## config.mk

```make
export PLATFORM = sky130hd
export DESIGN_NAME = three_button_debounce_long_press
export DESIGN_NICKNAME = d
export VERILOG_FILES = /design/src/design/tbdlp_pkg.sv /design/src/design/tbdlp_debounce.sv /design/src/design/three_button_debounce_long_press.sv
export SDC_FILE = /design/constraint.sdc
export NUM_CORES = 1
export LEC_CHECK = 0
export BUFFER_PORTS_ARGS = -buffer_cell sky130_fd_sc_hd__buf_4
export CAP_MARGIN = 40
export CORE_MARGIN = 2
export CORE_UTILIZATION = 35
export CTS_CLUSTER_SIZE = 25
export DETAILED_ROUTE_END_ITERATION = 6
export GPL_TIMING_DRIVEN = 0
export PLACE_DENSITY = 0.63
export SLEW_MARGIN = 25
export SYNTH_ARGS = -nofsm -noshare
export SYNTH_HDL_FRONTEND = slang
export SYNTH_SLANG_ARGS = --single-unit
```

## constraint.sdc

```tcl
create_clock -name clk -period 12.05 [get_ports clk]
set_clock_uncertainty 0.15 [all_clocks]
set_input_delay 2.41 -clock clk [delete_from_list [all_inputs] [get_ports clk]]
set_output_delay 2.41 -clock clk [all_outputs]
set_load 0.02 [all_outputs]
```

## src/design/tbdlp_pkg.sv

```systemverilog
// Shared types and codes for the three-button debouncer with long press.
package tbdlp_pkg;

  // Event codes given once per poll
  typedef enum logic [2:0] {
    EV_NONE  = 3'd0,
    EV_UP    = 3'd1,
    EV_DOWN  = 3'd2,
    EV_LONG  = 3'd3,
    EV_SHORT = 3'd4
  } event_t;

  // Configuration register indexes
  localparam int unsigned CFG_INDEX_BITS = 1;
  localparam logic [CFG_INDEX_BITS-1:0] REG_DEBOUNCE_TIME   = 1'd0;
  localparam logic [CFG_INDEX_BITS-1:0] REG_LONG_PRESS_TIME = 1'd1;

  localparam int unsigned CFG_DATA_BITS = 16;

  // Edge report from one debouncer for the current item
  typedef struct packed {
    logic press;    // stable level goes released -> pressed
    logic lift;     // stable level goes pressed -> released
  } edge_t;

endpackage

```

## src/design/tbdlp_debounce.sv

```systemverilog
// Time-based debouncer for one active-low button.
module tbdlp_debounce
  import tbdlp_pkg::*;
#(
  parameter int unsigned TIME_BITS = 32
) (
  input  logic                     clk,
  input  logic                     rst,
  input  logic                     update,
  input  logic                     raw,
  input  logic [TIME_BITS-1:0]     now,
  input  logic [CFG_DATA_BITS-1:0] debounce_time,
  output edge_t                    edges,
  output logic                     level_new
);

  logic                 stable_level;
  logic                 previous_raw;
  logic [TIME_BITS-1:0] change_time;

  logic                 changed;
  logic [TIME_BITS-1:0] change_eff;
  logic [TIME_BITS-1:0] elapsed;
  logic                 take;

  // Restart the timer on a raw change, then accept a level held long enough
  always_comb begin
    changed    = (raw != previous_raw);
    change_eff = changed ? now : change_time;
    elapsed    = now - change_eff;
    take       = (64'(elapsed) > 64'(debounce_time)) && (raw != stable_level);
    edges.press = take && !raw;
    edges.lift  = take && raw;
    level_new   = take ? raw : stable_level;
  end

  // Commit state only when this button is processed in the item
  always_ff @(posedge clk) begin
    if (rst) begin
      stable_level <= 1'b1;
      previous_raw <= 1'b1;
      change_time  <= '0;
    end else if (update) begin
      if (changed) begin
        change_time  <= now;
        previous_raw <= raw;
      end
      stable_level <= level_new;
    end
  end

endmodule

```

## src/design/three_button_debounce_long_press.sv

```systemverilog
// Top level: three debounced buttons with long-press detection on select.
//
// Input channel (in_valid/in_ready) carries one poll per item: raw active-low
// levels of up, down and select plus the free-running millisecond time.
// Output channel (out_valid/out_ready) carries exactly one event_code per
// poll: 0 none, 1 up pressed, 2 down pressed, 3 select long, 4 select short.
// An accepted poll is captured in the input register; from there the debounce
// and event logic feed the result register, which raises out_valid. The
// block takes one poll per cycle while the result register is free or being
// taken; the debouncer state is read and written in the same cycle, so
// consecutive polls need no spacing.
// When the receiver stalls, the result register holds its item and the input
// register takes one more poll; in_ready drops only when both are full.
// Reset (rst, synchronous) empties both registers, sets every stable and raw
// level to released, clears all timestamps and the long-press flag, and loads
// debounce_time = 50 and long_press_time = 1000. Configuration writes
// (cfg_we, cfg_index, cfg_data) take effect at the next clock edge and are
// meant to happen only while no poll is in flight.
module three_button_debounce_long_press
  import tbdlp_pkg::*;
#(
  parameter int unsigned TIME_BITS = 32
) (
  input  logic                      clk,
  input  logic                      rst,
  input  logic                      cfg_we,
  input  logic [CFG_INDEX_BITS-1:0] cfg_index,
  input  logic [CFG_DATA_BITS-1:0]  cfg_data,
  input  logic                      in_valid,
  output logic                      in_ready,
  input  logic                      up_level,
  input  logic                      down_level,
  input  logic                      select_level,
  input  logic [31:0]               now_ms,
  output logic                      out_valid,
  input  logic                      out_ready,
  output logic [2:0]                event_code
);

  // Configuration registers
  logic [CFG_DATA_BITS-1:0] debounce_time;
  logic [CFG_DATA_BITS-1:0] long_press_time;

  // Input register
  logic                 in_full;
  logic                 up_q;
  logic                 down_q;
  logic                 select_q;
  logic [TIME_BITS-1:0] now_q;

  // Select hold tracking
  logic [TIME_BITS-1:0] press_start_time;
  logic                 long_reported;

  // Result register
  event_t event_q;

  logic                 advance;
  logic [63:0]          now_wide;
  logic                 en_up;
  logic                 en_down;
  logic                 en_select;
  edge_t                up_edges;
  edge_t                down_edges;
  edge_t                select_edges;
  logic                 up_stable;
  logic                 down_stable;
  logic                 select_stable;
  logic [TIME_BITS-1:0] press_start_eff;
  logic                 long_reported_eff;
  logic [TIME_BITS-1:0] held;
  logic                 long_fire;
  event_t               event_next;

  assign now_wide = {32'd0, now_ms};

  // Move an item forward when the result register is free or being taken
  assign advance  = in_full && (!out_valid || out_ready);
  assign in_ready = !in_full || advance;

  // Stop early: a press on a higher-priority button skips the rest
  assign en_up     = advance;
  assign en_down   = advance && !up_edges.press;
  assign en_select = en_down && !down_edges.press;

  tbdlp_debounce #(.TIME_BITS(TIME_BITS)) u_up (
    .clk           (clk),
    .rst           (rst),
    .update        (en_up),
    .raw           (up_q),
    .now           (now_q),
    .debounce_time (debounce_time),
    .edges         (up_edges),
    .level_new     (up_stable)
  );

  tbdlp_debounce #(.TIME_BITS(TIME_BITS)) u_down (
    .clk           (clk),
    .rst           (rst),
    .update        (en_down),
    .raw           (down_q),
    .now           (now_q),
    .debounce_time (debounce_time),
    .edges         (down_edges),
    .level_new     (down_stable)
  );

  tbdlp_debounce #(.TIME_BITS(TIME_BITS)) u_select (
    .clk           (clk),
    .rst           (rst),
    .update        (en_select),
    .raw           (select_q),
    .now           (now_q),
    .debounce_time (debounce_time),
    .edges         (select_edges),
    .level_new     (select_stable)
  );

  // Restart the hold timer on a select press, then check the long threshold
  always_comb begin
    press_start_eff   = select_edges.press ? now_q : press_start_time;
    long_reported_eff = select_edges.press ? 1'b0 : long_reported;
    held              = now_q - press_start_eff;
    long_fire         = !select_stable && !long_reported_eff &&
                        (64'(held) >= 64'(long_press_time));
  end

  // Pick the event in priority order
  always_comb begin
    if (up_edges.press) begin
      event_next = EV_UP;
    end else if (down_edges.press) begin
      event_next = EV_DOWN;
    end else if (long_fire) begin
      event_next = EV_LONG;
    end else if (select_edges.lift && !long_reported_eff) begin
      event_next = EV_SHORT;
    end else begin
      event_next = EV_NONE;
    end
  end

  // Write configuration registers
  always_ff @(posedge clk) begin
    if (rst) begin
      debounce_time   <= 16'd50;
      long_press_time <= 16'd1000;
    end else if (cfg_we) begin
      case (cfg_index)
        REG_DEBOUNCE_TIME:   debounce_time   <= cfg_data;
        REG_LONG_PRESS_TIME: long_press_time <= cfg_data;
        default: ;
      endcase
    end
  end

  // Capture an accepted poll
  always_ff @(posedge clk) begin
    if (rst) begin
      in_full <= 1'b0;
    end else if (in_ready) begin
      in_full <= in_valid;
    end
  end

  always_ff @(posedge clk) begin
    if (in_valid && in_ready) begin
      up_q     <= up_level;
      down_q   <= down_level;
      select_q <= select_level;
      now_q    <= now_wide[TIME_BITS-1:0];
    end
  end

  // Update select hold state when select is processed
  always_ff @(posedge clk) begin
    if (rst) begin
      press_start_time <= '0;
      long_reported    <= 1'b0;
    end else if (en_select) begin
      press_start_time <= press_start_eff;
      long_reported    <= long_fire || long_reported_eff;
    end
  end

  // Hold the result until taken
  always_ff @(posedge clk) begin
    if (rst) begin
      out_valid <= 1'b0;
    end else if (advance) begin
      out_valid <= 1'b1;
    end else if (out_ready) begin
      out_valid <= 1'b0;
    end
  end

  always_ff @(posedge clk) begin
    if (advance) begin
      event_q <= event_next;
    end
  end

  assign event_code = event_q;

endmodule
```

==> impl_metrics.csv, run 1 <==
group,metric,value,unit
placed_design,place.gp.congestion,0.940,
global_routing,overflow,0,
power,powerDensity,131,nW/um2
routing,wl_per_cell,20.7,um
sta,period_needed,11.58,ns
floorplanning,fp.coreArea,51100,um2
clock_network,clk_latency,0.58,ns
critical_path,required,12.19,ns
critical_path,cpMaxStageDelayCell,"buf_1",
routing,drt_iter0_markers,1323,
synth,async_reset_ff_frac,0,
final_layout,multi_input_area,13000,um2
floorplanning,floorplan.initialDensity,0.353,
clock_network,htreeDepth,1,
synth,synth_area,18000,um2
synth,synth-edff-count,38,
synth,synth.largest_area_cell,"dfxtp_1",
global_routing,met3_usage,0.0185,
critical_path,cp_common_cell,"nor2b_1",
critical_path,worst_r2r_startpoint,"select_q$_DFFE_PP_",
sta,tns,0,ns
final_layout,area_growth,15.5,%
job,max-cap-violations,0,
floorplanning,die_h,231,um
power,leakage,8.32,nW
floorplanning,dieArea,53400,um2
critical_path,start_kind,"flop",
floorplanning,ios,62,
synth,netlist.area_leader.share,0.188,
global_routing,gr-usage-met2,0.393,
global_routing,track_usage,0.232,
final_layout,design_area,20800,um2
floorplanning,rows,83,
floorplanning,die_w,231,um
global_routing,grt_pass1_vias,17070,
critical_path,rrSetupSlack,0.47,ns
critical_path,critPathCaptureType,"flop",
final_layout,nets,2598,
critical_path,critPathKind,"flop to flop",
min_path,holdPathStages,2,
synth,yosysSeqAreaShare,0.251,
synth,postSynthAreaPerCell,8.04,um2
clock_network,cts_root_buffer,"clkbuf_16",
final_layout,final_common_cell,"nor2_1",
final_layout,final-seq-area,4520,um2
sta,final_max_slew_viol_count,0,
synth,syn_nets,2479,
min_path,min_path_type,"flop to flop",
clock_network,numCtsBuffers,26,
routing,route.detailed.drc,0,
critical_path,critPathMaxFanout,10,
synth,ys_warn_count,0,
global_routing,grt_max_degree,24,
final_layout,fillCellCount,5272,
routing,firstDrtPassIters,5,
global_routing,busiest_layer,"met2",
routing,antenna_left,0,
global_routing,globalRouteMet1Util,0.302,
clock_network,ctsHoldBuffers,0,
sta,max_freq,86.3,MHz
global_routing,antenna_found_initial,0,
synth,synthTopCellsByArea,"dfxtp_1, ha_1, mux2i_1",
sta,slew_headroom,0.422,
critical_path,regToRegEndpoint,"event_code[1]$_SDFFCE_PP0P_",
final_layout,diodes,0,
min_path,hold_path.startpoint,"long_press_time[14]$_SDFFE_PP0P_",
critical_path,critical-path-max-stage-delay,0.57,ns
final_layout,layout_common_cells,"nor2_1, nand2_1, ha_1, dfxtp_1, a21oi_1",
critical_path,worstPathArrival,11.72,ns
sta,min_period_over_period,0.961,
routing,vias,17858,
critical_path,cp-startpoint,"select_q$_DFFE_PP_",
routing,vias_per_cell,5.83,
clock_network,cts_tree,"done",
placed_design,postPlaceCellArea,19400,um2
final_layout,drive_gt1_frac,0.102,
sta,setup_viol,0,
global_routing,grt_pass1_wl,97600,um
synth,ys.flop_type,"dfxtp_1",
status,status,"finished, final reports clean",
sta,hold_viol,0,
critical_path,worst_r2r_path_depth,44,
clock_network,clock-sinks,207,
min_path,min_to,"long_press_time[14]$_SDFFE_PP0P_",
synth,ys_types,96,
synth,synthCells,2244,
placed_design,hpwl,49200,um
routing,wl,63400,um
clock_network,clock_path_buffers,3,
placed_design,io_buffers,60,
sta,max_slew.worst_pin.slew,0.865,ns
power,peakVddDrop,0.0910,mV
clock_network,clkTransAtPathRegs,0.07,ns
synth,ys_ff_latch,207,
==> how the worst max path moves through the flow <==
| stage | depth (start not counted) | endpoint | slack (ns) |
|---|---|---|---|
| after CTS | 47 | event_code[1]$_SDFFCE_PP0P_ | 0.005 |
| final | 44 | event_code[1]$_SDFFCE_PP0P_ | 0.47 |
| after floorplan | 50 | event_code[1]$_SDFFCE_PP0P_ | 0.66 |
| after global routing | 46 | event_code[1]$_SDFFCE_PP0P_ | -0.01 |
| after detailed placement | 51 | event_code[1]$_SDFFCE_PP0P_ | -3.00 |
| after global placement | 51 | event_code[1]$_SDFFCE_PP0P_ | -2.90 |
==> sequential cells by signal, summed over array words and instances (netlist names), 3 cells and up <==
| signal | cells |
|---|---|
| now_q | 32 |
| u_select.change_time | 32 |
| u_down.change_time | 32 |
| press_start_time | 32 |
| debounce_time | 16 |
| u_up.change_time | 32 |
| event_code | 3 |
| long_press_time | 16 |
==> cell families (layout without fill, tap and decap cells) <==
logic type / count (synthesis) / after routing / synth area share
multiplexers: 150 / 150 / 0.0841
adder cells (fa/ha/maj): 180 / 180 / 0.126
buffers and inverters: 205 / 343 / 0.0451
AND/OR/NAND/NOR: 758 / 758 / 0.200
XOR/XNOR: 85 / 85 / 0.0417
flip-flops: 207 / 207 / 0.251
AO/OA/AOI/OAI: 659 / 659 / 0.252
==> metrics by stage <==
step / setup WS (ns) / utilization / cells / power [mW] / hold slack (ns)
6_report: 0.466 / 0.408 / 3062 / 2.73 / 0.304
5_1_grt: -0.0148 / 0.408 / 3062 / 2.88 / 0.330
4_1_cts: 0.00524 / 0.405 / 3054 / 2.71 / 0.305
3_5_place_dp: -3.00 / 0.379 / 2988 / 1.88 / 0.297
3_3_place_gp: -2.90 / 0.378 / 2984 / 1.85 / 0.296
2_1_floorplan: 0.664 / - / 2244 / 1.58 / 0.286
==> critical path: cells and delay by family, from the launching register on <==
family	cells	cell delay, ns
adders and majority gates	4	1.20
DFF	1	0.47
AOI/OAI and AO/OA	19	3.89
buffers and inverters	6	2.01
muxes	2	0.58
and+or+nand+nor	11	2.64
xor gates and xnor gates	2	0.33
==> metal layers <==
layer | vias to the layer above | routed length (um) | share of wire
met2 | 515 | 29700 | 0.47
met1 | 8655 | 28000 | 0.44
met4 | 0 | 2720 | 0.043
met3 | 110 | 2980 | 0.047
li1 | 8578 | - | -
met5 | - | 0 | 0
==> what timing repair did <==
| item | 4_1_cts | 5_1_grt |
|---|---|---|
| pin swaps | 20 | 28 |
| endpoints found under the setup margin | 3 | 3 |
| buffers inserted | 19 | 9 |
| gates resized for setup | 65 | 24 |
| gates cloned | 0 | 0 |
==> power breakdown <==
group | internal (mW) | total (mW) | switching, mW
Combinational | 0.461 | 1.15 | 0.685
Clock | 0.458 | 0.796 | 0.338
Sequential | 0.745 | 0.788 | 0.0432
Total | 1.66 | 2.73 | 1.07
==> cells in the mapped netlist (43+ instances only) <==
cell type	n
o21ai_0	82
dfxtp_1	169
nand2b_1	43
nand2_1	183
nor3_1	54
nor2_1	264
a211oi_1	119
mux2i_1	141
ha_1	175
xnor2_1	57
clkbuf_1	89
inv_1	91
a21o_1	46
a21oi_1	165
nor2b_1	47
==> final cells by class <==
type / instances / share of cell area
plain buffers: 111 / 0.0241
clock buffers: 29 / 0.0333
clock inverters: 18 / 0.00769
inverters: 91 / 0.0164
multi-input cells: 1832 / 0.626
flip-flops and latches: 207 / 0.217
well taps: 680 / 0.0408
repair buffers: 94 / 0.0345
Power figures use the tool's default switching activity.
==> run 2, diff against run 1 <==
--- a/config.mk
+++ b/config.mk
@@ -7,12 +7,14 @@
 export LEC_CHECK = 0
 export BUFFER_PORTS_ARGS = -buffer_cell sky130_fd_sc_hd__buf_4
 export CAP_MARGIN = 40
+export CELL_PAD_IN_SITES_DETAIL_PLACEMENT = 1
+export CELL_PAD_IN_SITES_GLOBAL_PLACEMENT = 1
 export CORE_MARGIN = 2
 export CORE_UTILIZATION = 35
 export CTS_CLUSTER_SIZE = 25
 export DETAILED_ROUTE_END_ITERATION = 6
 export GPL_TIMING_DRIVEN = 0
-export PLACE_DENSITY = 0.63
+export PLACE_DENSITY = 0.76
 export SLEW_MARGIN = 25
 export SYNTH_ARGS = -nofsm -noshare
 export SYNTH_HDL_FRONTEND = slang
==> impl_metrics.csv, run 2 (synthesis gave the netlist of run 1 again) <==
group,metric,value,unit
global_routing,overflow,0,
critical_path,critPathMaxFanout,10,
placed_design,io_buffers,60,
power,peakVddDrop,0.0888,mV
critical_path,critPathCaptureType,"flop",
global_routing,antenna_found_initial,1,
critical_path,cp_common_cell,"nand4_1",
floorplanning,rows,83,
critical_path,critPathKind,"flop to flop",
floorplanning,floorplan.initialDensity,0.353,
sta,max_freq,85.6,MHz
critical_path,required,12.15,ns
power,powerDensity,134,nW/um2
critical_path,worstPathArrival,11.78,ns
sta,slew_headroom,0.322,
clock_network,cts_tree,"done",
final_layout,drive_gt1_frac,0.105,
clock_network,ctsHoldBuffers,0,
clock_network,clk_latency,0.55,ns
routing,antenna_left,0,
sta,min_period_over_period,0.970,
routing,vias,18316,
sta,max_slew.worst_pin.slew,1.01,ns
final_layout,diodes,0,
floorplanning,dieArea,53400,um2
clock_network,numCtsBuffers,26,
routing,wl_per_cell,23.1,um
floorplanning,die_h,231,um
final_layout,design_area,20900,um2
critical_path,critical-path-max-stage-delay,0.53,ns
sta,final_max_slew_viol_count,0,
final_layout,area_growth,16.1,%
routing,vias_per_cell,5.98,
placed_design,hpwl,54700,um
sta,hold_viol,0,
clock_network,cts_root_buffer,"clkbuf_16",
sta,setup_viol,0,
global_routing,track_usage,0.258,
floorplanning,ios,62,
placed_design,postPlaceCellArea,19400,um2
clock_network,clock-sinks,207,
sta,period_needed,11.68,ns
floorplanning,fp.coreArea,51100,um2
global_routing,grt_pass1_vias,18649,
power,leakage,8.36,nW
routing,firstDrtPassIters,5,
clock_network,clock_path_buffers,3,
routing,wl,70700,um
global_routing,grt_pass1_wl,109000,um
sta,whs,0.314,ns
clock_network,htreeDepth,1,
final_layout,layout_common_cells,"nor2_1, nand2_1, ha_1, dfxtp_1, a21oi_1",
routing,drt_iter0_markers,1232,
routing,route.detailed.drc,0,
clock_network,clkTransAtPathRegs,0.06,ns
floorplanning,die_w,231,um
final_layout,nets,2602,
final_layout,final_common_cell,"nor2_1",
global_routing,grt_max_degree,24,
min_path,min_path_type,"flop to flop",
critical_path,worst_r2r_path_depth,51,
sta,tns,0,ns
critical_path,cpMaxStageDelayCell,"or4_4",
job,max-cap-violations,0,
placed_design,place.gp.congestion,0.918,
status,status,"finished, final reports clean",
min_path,holdPathStages,2,
critical_path,start_kind,"flop",
run 2: critical path: cells and delay by family (launching register included):
kind	cells	cell delay [ns]
flip-flops	1	0.49
AND/OR/NAND/NOR	17	3.94
buffers and inverters	5	0.70
adder cells (fa/ha/maj)	6	1.68
AO/OA/AOI/OAI	19	3.55
multiplexers	1	0.37
XOR/XNOR	3	0.47
run 2: power breakdown:
group	internal, mW	switching [mW]
clock	0.493	0.325
sequential	0.745	0.0462
combinational	0.468	0.722
total	1.71	1.09
run 2: layout make-up:
type,instances,area (um2)
clock buffer,32,694
tap,680,851
sequential,207,4520
buffer,111,518
clock inverter,14,179
inverter,91,344
multi-input combinational,1832,13100
fill,6229,30200
timing repair buffer,98,754
run 2: path summary, 6_finish.rpt:
| kind | from | end | slack, ns |
|---|---|---|---|
| worst min register to register | long_press_time[4]$_SDFFE_PP0P_ | long_press_time[4]$_SDFFE_PP0P_ | 0.31 |
| worst max register to register | select_q$_DFFE_PP_ | event_code[1]$_SDFFCE_PP0P_ | 0.37 |
| worst min-delay path | long_press_time[4]$_SDFFE_PP0P_ | long_press_time[4]$_SDFFE_PP0P_ | 0.31 |
| worst max-delay path | select_q$_DFFE_PP_ | event_code[1]$_SDFFCE_PP0P_ | 0.37 |
run 2: metal layers:
layer	vias up	track usage	share of wire
met5	-	0	0
met4	0	0.109	0.045
met3	137	0.0275	0.044
met2	478	0.441	0.47
met1	9124	0.330	0.44
li1	8577	-	-
run 2: timing repair:
item                                    in CTS  in global routing
endpoints found under the setup margin       3                  3
resized for setup                           65                 38
pin swaps                                   24                 31
buffers inserted                            18                 11
run 2: through the flow:
stage	instances	util	setup WS [ns]	power, mW
2_1_floorplan	2244	-	0.664	1.58
3_3_place_gp	2984	0.378	-2.99	1.86
3_5_place_dp	2991	0.380	-2.47	1.91
4_1_cts	3055	0.406	0.00162	2.77
5_1_grt	3065	0.410	-0.0698	2.95
6_report	3065	0.410	0.367	2.80
==> run 3, diff against run 2 <==
--- a/config.mk
+++ b/config.mk
@@ -7,14 +7,14 @@
 export LEC_CHECK = 0
 export BUFFER_PORTS_ARGS = -buffer_cell sky130_fd_sc_hd__buf_4
 export CAP_MARGIN = 40
-export CELL_PAD_IN_SITES_DETAIL_PLACEMENT = 1
-export CELL_PAD_IN_SITES_GLOBAL_PLACEMENT = 1
+export CELL_PAD_IN_SITES_DETAIL_PLACEMENT = 0
+export CELL_PAD_IN_SITES_GLOBAL_PLACEMENT = 2
 export CORE_MARGIN = 2
 export CORE_UTILIZATION = 35
 export CTS_CLUSTER_SIZE = 25
 export DETAILED_ROUTE_END_ITERATION = 6
 export GPL_TIMING_DRIVEN = 0
-export PLACE_DENSITY = 0.76
+export PLACE_DENSITY = 0.89
 export SLEW_MARGIN = 25
 export SYNTH_ARGS = -nofsm -noshare
 export SYNTH_HDL_FRONTEND = slang
==> impl_metrics.csv, run 3 (synthesis gave the netlist of run 1 again) <==
group,metric,value,unit
power,seqPwrFrac,0.291,
sta,setup_viol,0,
critical_path,critPathMaxFanout,11,
power,p_switching,1.05,mW
floorplanning,ios,62,
global_routing,gr-usage-met2,0.393,
critical_path,required,12.17,ns
routing,drt_iter0_markers,1166,
critical_path,critPathCaptureType,"flop",
critical_path,start_kind,"flop",
critical_path,worst_r2r_path_depth,52,
final_layout,diodes,0,
floorplanning,rows,83,
floorplanning,dieArea,53400,um2
final_layout,layout.cells.non_filler,3070,
sta,slew_headroom,0.396,
placed_design,io_buffers,60,
final_layout,layout_common_cells,"nor2_1, nand2_1, ha_1, dfxtp_1, a21oi_1",
clock_network,clkTransAtPathRegs,0.06,ns
clock_network,clk_latency,0.55,ns
power,p_int,1.66,mW
floorplanning,die_w,231,um
sta,whs,0.307,ns
status,status,"finished, final reports clean",
final_layout,area_growth,16.0,%
power,p_sw_frac,0.389,
min_path,holdPathStages,2,
job,max-cap-violations,0,
routing,firstDrtPassIters,5,
clock_network,clock-sinks,207,
power,clock_power_share,0.285,
global_routing,track_usage,0.234,
sta,max_slew.worst_pin.slew,0.903,ns
global_routing,grt_pass1_wl,98100,um
critical_path,cpMaxStageDelayCell,"or4_4",
clock_network,htreeDepth,1,
power,powerDensity,130,nW/um2
global_routing,globalRouteMet1Util,0.313,
clock_network,clock_path_buffers,3,
clock_network,cts_root_buffer,"clkbuf_16",
sta,min_period_over_period,0.963,
final_layout,nets,2605,
routing,route.detailed.drc,0,
clock_network,cts_tree,"done",
placed_design,place.gp.congestion,0.930,
global_routing,grt_max_degree,22,
critical_path,worstPathArrival,11.71,ns
final_layout,final_common_cell,"nor2_1",
sta,max_freq,86.2,MHz
sta,final_max_slew_viol_count,0,
routing,antenna_left,0,
global_routing,antenna_found_initial,0,
critical_path,critPathKind,"flop to flop",
global_routing,busiest_layer,"met2",
placed_design,dp_cells,2990,
routing,wl_per_cell,20.8,um
floorplanning,floorplan.initialDensity,0.353,
min_path,min_path_type,"flop to flop",
final_layout,fillCellCount,5245,
routing,vias,17655,
placed_design,hpwl,50400,um
global_routing,grt_pass1_vias,16887,
final_layout,drive_gt1_frac,0.104,
sta,hold_viol,0,
global_routing,met3_usage,0.0177,
power,combPwrFrac,0.424,
floorplanning,fp.coreArea,51100,um2
global_routing,overflow,0,
power,peakVddDrop,0.111,mV
sta,period_needed,11.60,ns
floorplanning,die_h,231,um
routing,vias_per_cell,5.75,
critical_path,critical-path-max-stage-delay,0.53,ns
clock_network,numCtsBuffers,26,
power,p_total,2.71,mW
routing,wl,63900,um
power,leakage,8.37,nW
## run 3: cell count changes in the layout (fill, tap and decap cells not counted), moves of 2 or more
cell	change
buf_4	+6
clkinv_1	+4
bufinv_16	-3
clkbuf_1	-3
clkinv_2	-3
ha_2	-3
inv_6	+3
buf_12	-2
clkbuf_8	+2
clkinvlp_4	+2
ha_1	+2
mux2i_1	+2
## run 3: metal layers
layer  part of all wire  vias to the layer above  routed length [um]
li1                   -                     8582                   -
met1               0.46                     8507               29300
met2               0.46                      452               29600
met3              0.039                      114                2500
met4              0.039                        0                2480
met5                  0                        -                   0
## run 3: stage by stage
step | instance area (um2) | utilization | TNS, ns | setup WS [ns]
after global routing | 20900 | 0.409 | -0.106 | -0.0750
final | 20900 | 0.409 | 0 | 0.451
after global placement | 19300 | 0.378 | -9.43 | -3.21
after floorplan | 18000 | - | 0 | 0.664
after CTS | 20700 | 0.404 | 0 | 0.0262
after detailed placement | 19400 | 0.380 | -8.75 | -2.98
## run 3: worst paths after layout
| check | slack (ns) | end | from |
|---|---|---|---|
| hold / removal | 0.31 | long_press_time[11]$_SDFFE_PP0P_ | long_press_time[11]$_SDFFE_PP0P_ |
| setup / recovery | 0.45 | event_code[1]$_SDFFCE_PP0P_ | select_q$_DFFE_PP_ |
| hold reg to reg | 0.31 | long_press_time[11]$_SDFFE_PP0P_ | long_press_time[11]$_SDFFE_PP0P_ |
| setup reg to reg | 0.45 | event_code[1]$_SDFFCE_PP0P_ | select_q$_DFFE_PP_ |
## run 3: cell type report
type,count,area (um2),share of cell area
inverters,91,342,0.0163
clock inverters,17,133,0.00634
flip-flops and latches,207,4520,0.216
clock buffers,31,711,0.0340
multi-input cells,1832,13100,0.625
well taps,680,851,0.0407
plain buffers,110,500,0.0239
repair buffers,102,792,0.0379
## run 3: power by group through the flow
stage	clock, mW	combinational, mW	sequential, mW
floorplan	0	0.795	0.782
global placement	0	1.06	0.801
detailed placement	0	1.08	0.802
CTS	0.789	1.11	0.788
global route	0.812	1.27	0.792
finish	0.771	1.15	0.789
## run 3: critical path: cells and delay by family, from the launching register on
family	cells	cell delay [ns]
XOR/XNOR	3	0.45
adder cells (fa/ha/maj)	6	1.58
multiplexers	1	0.35
flip-flops	1	0.47
AND/OR/NAND/NOR	17	3.67
buffers and inverters	7	1.09
AO/OA/AOI/OAI	18	3.52
## run 3: timing repair
action / CTS / global route
setup endpoints to repair: 3 / 3
setup buffers: 18 / 17
pin swaps: 22 / 28
hold buffers: 0 / 0
gates resized for setup: 56 / 35
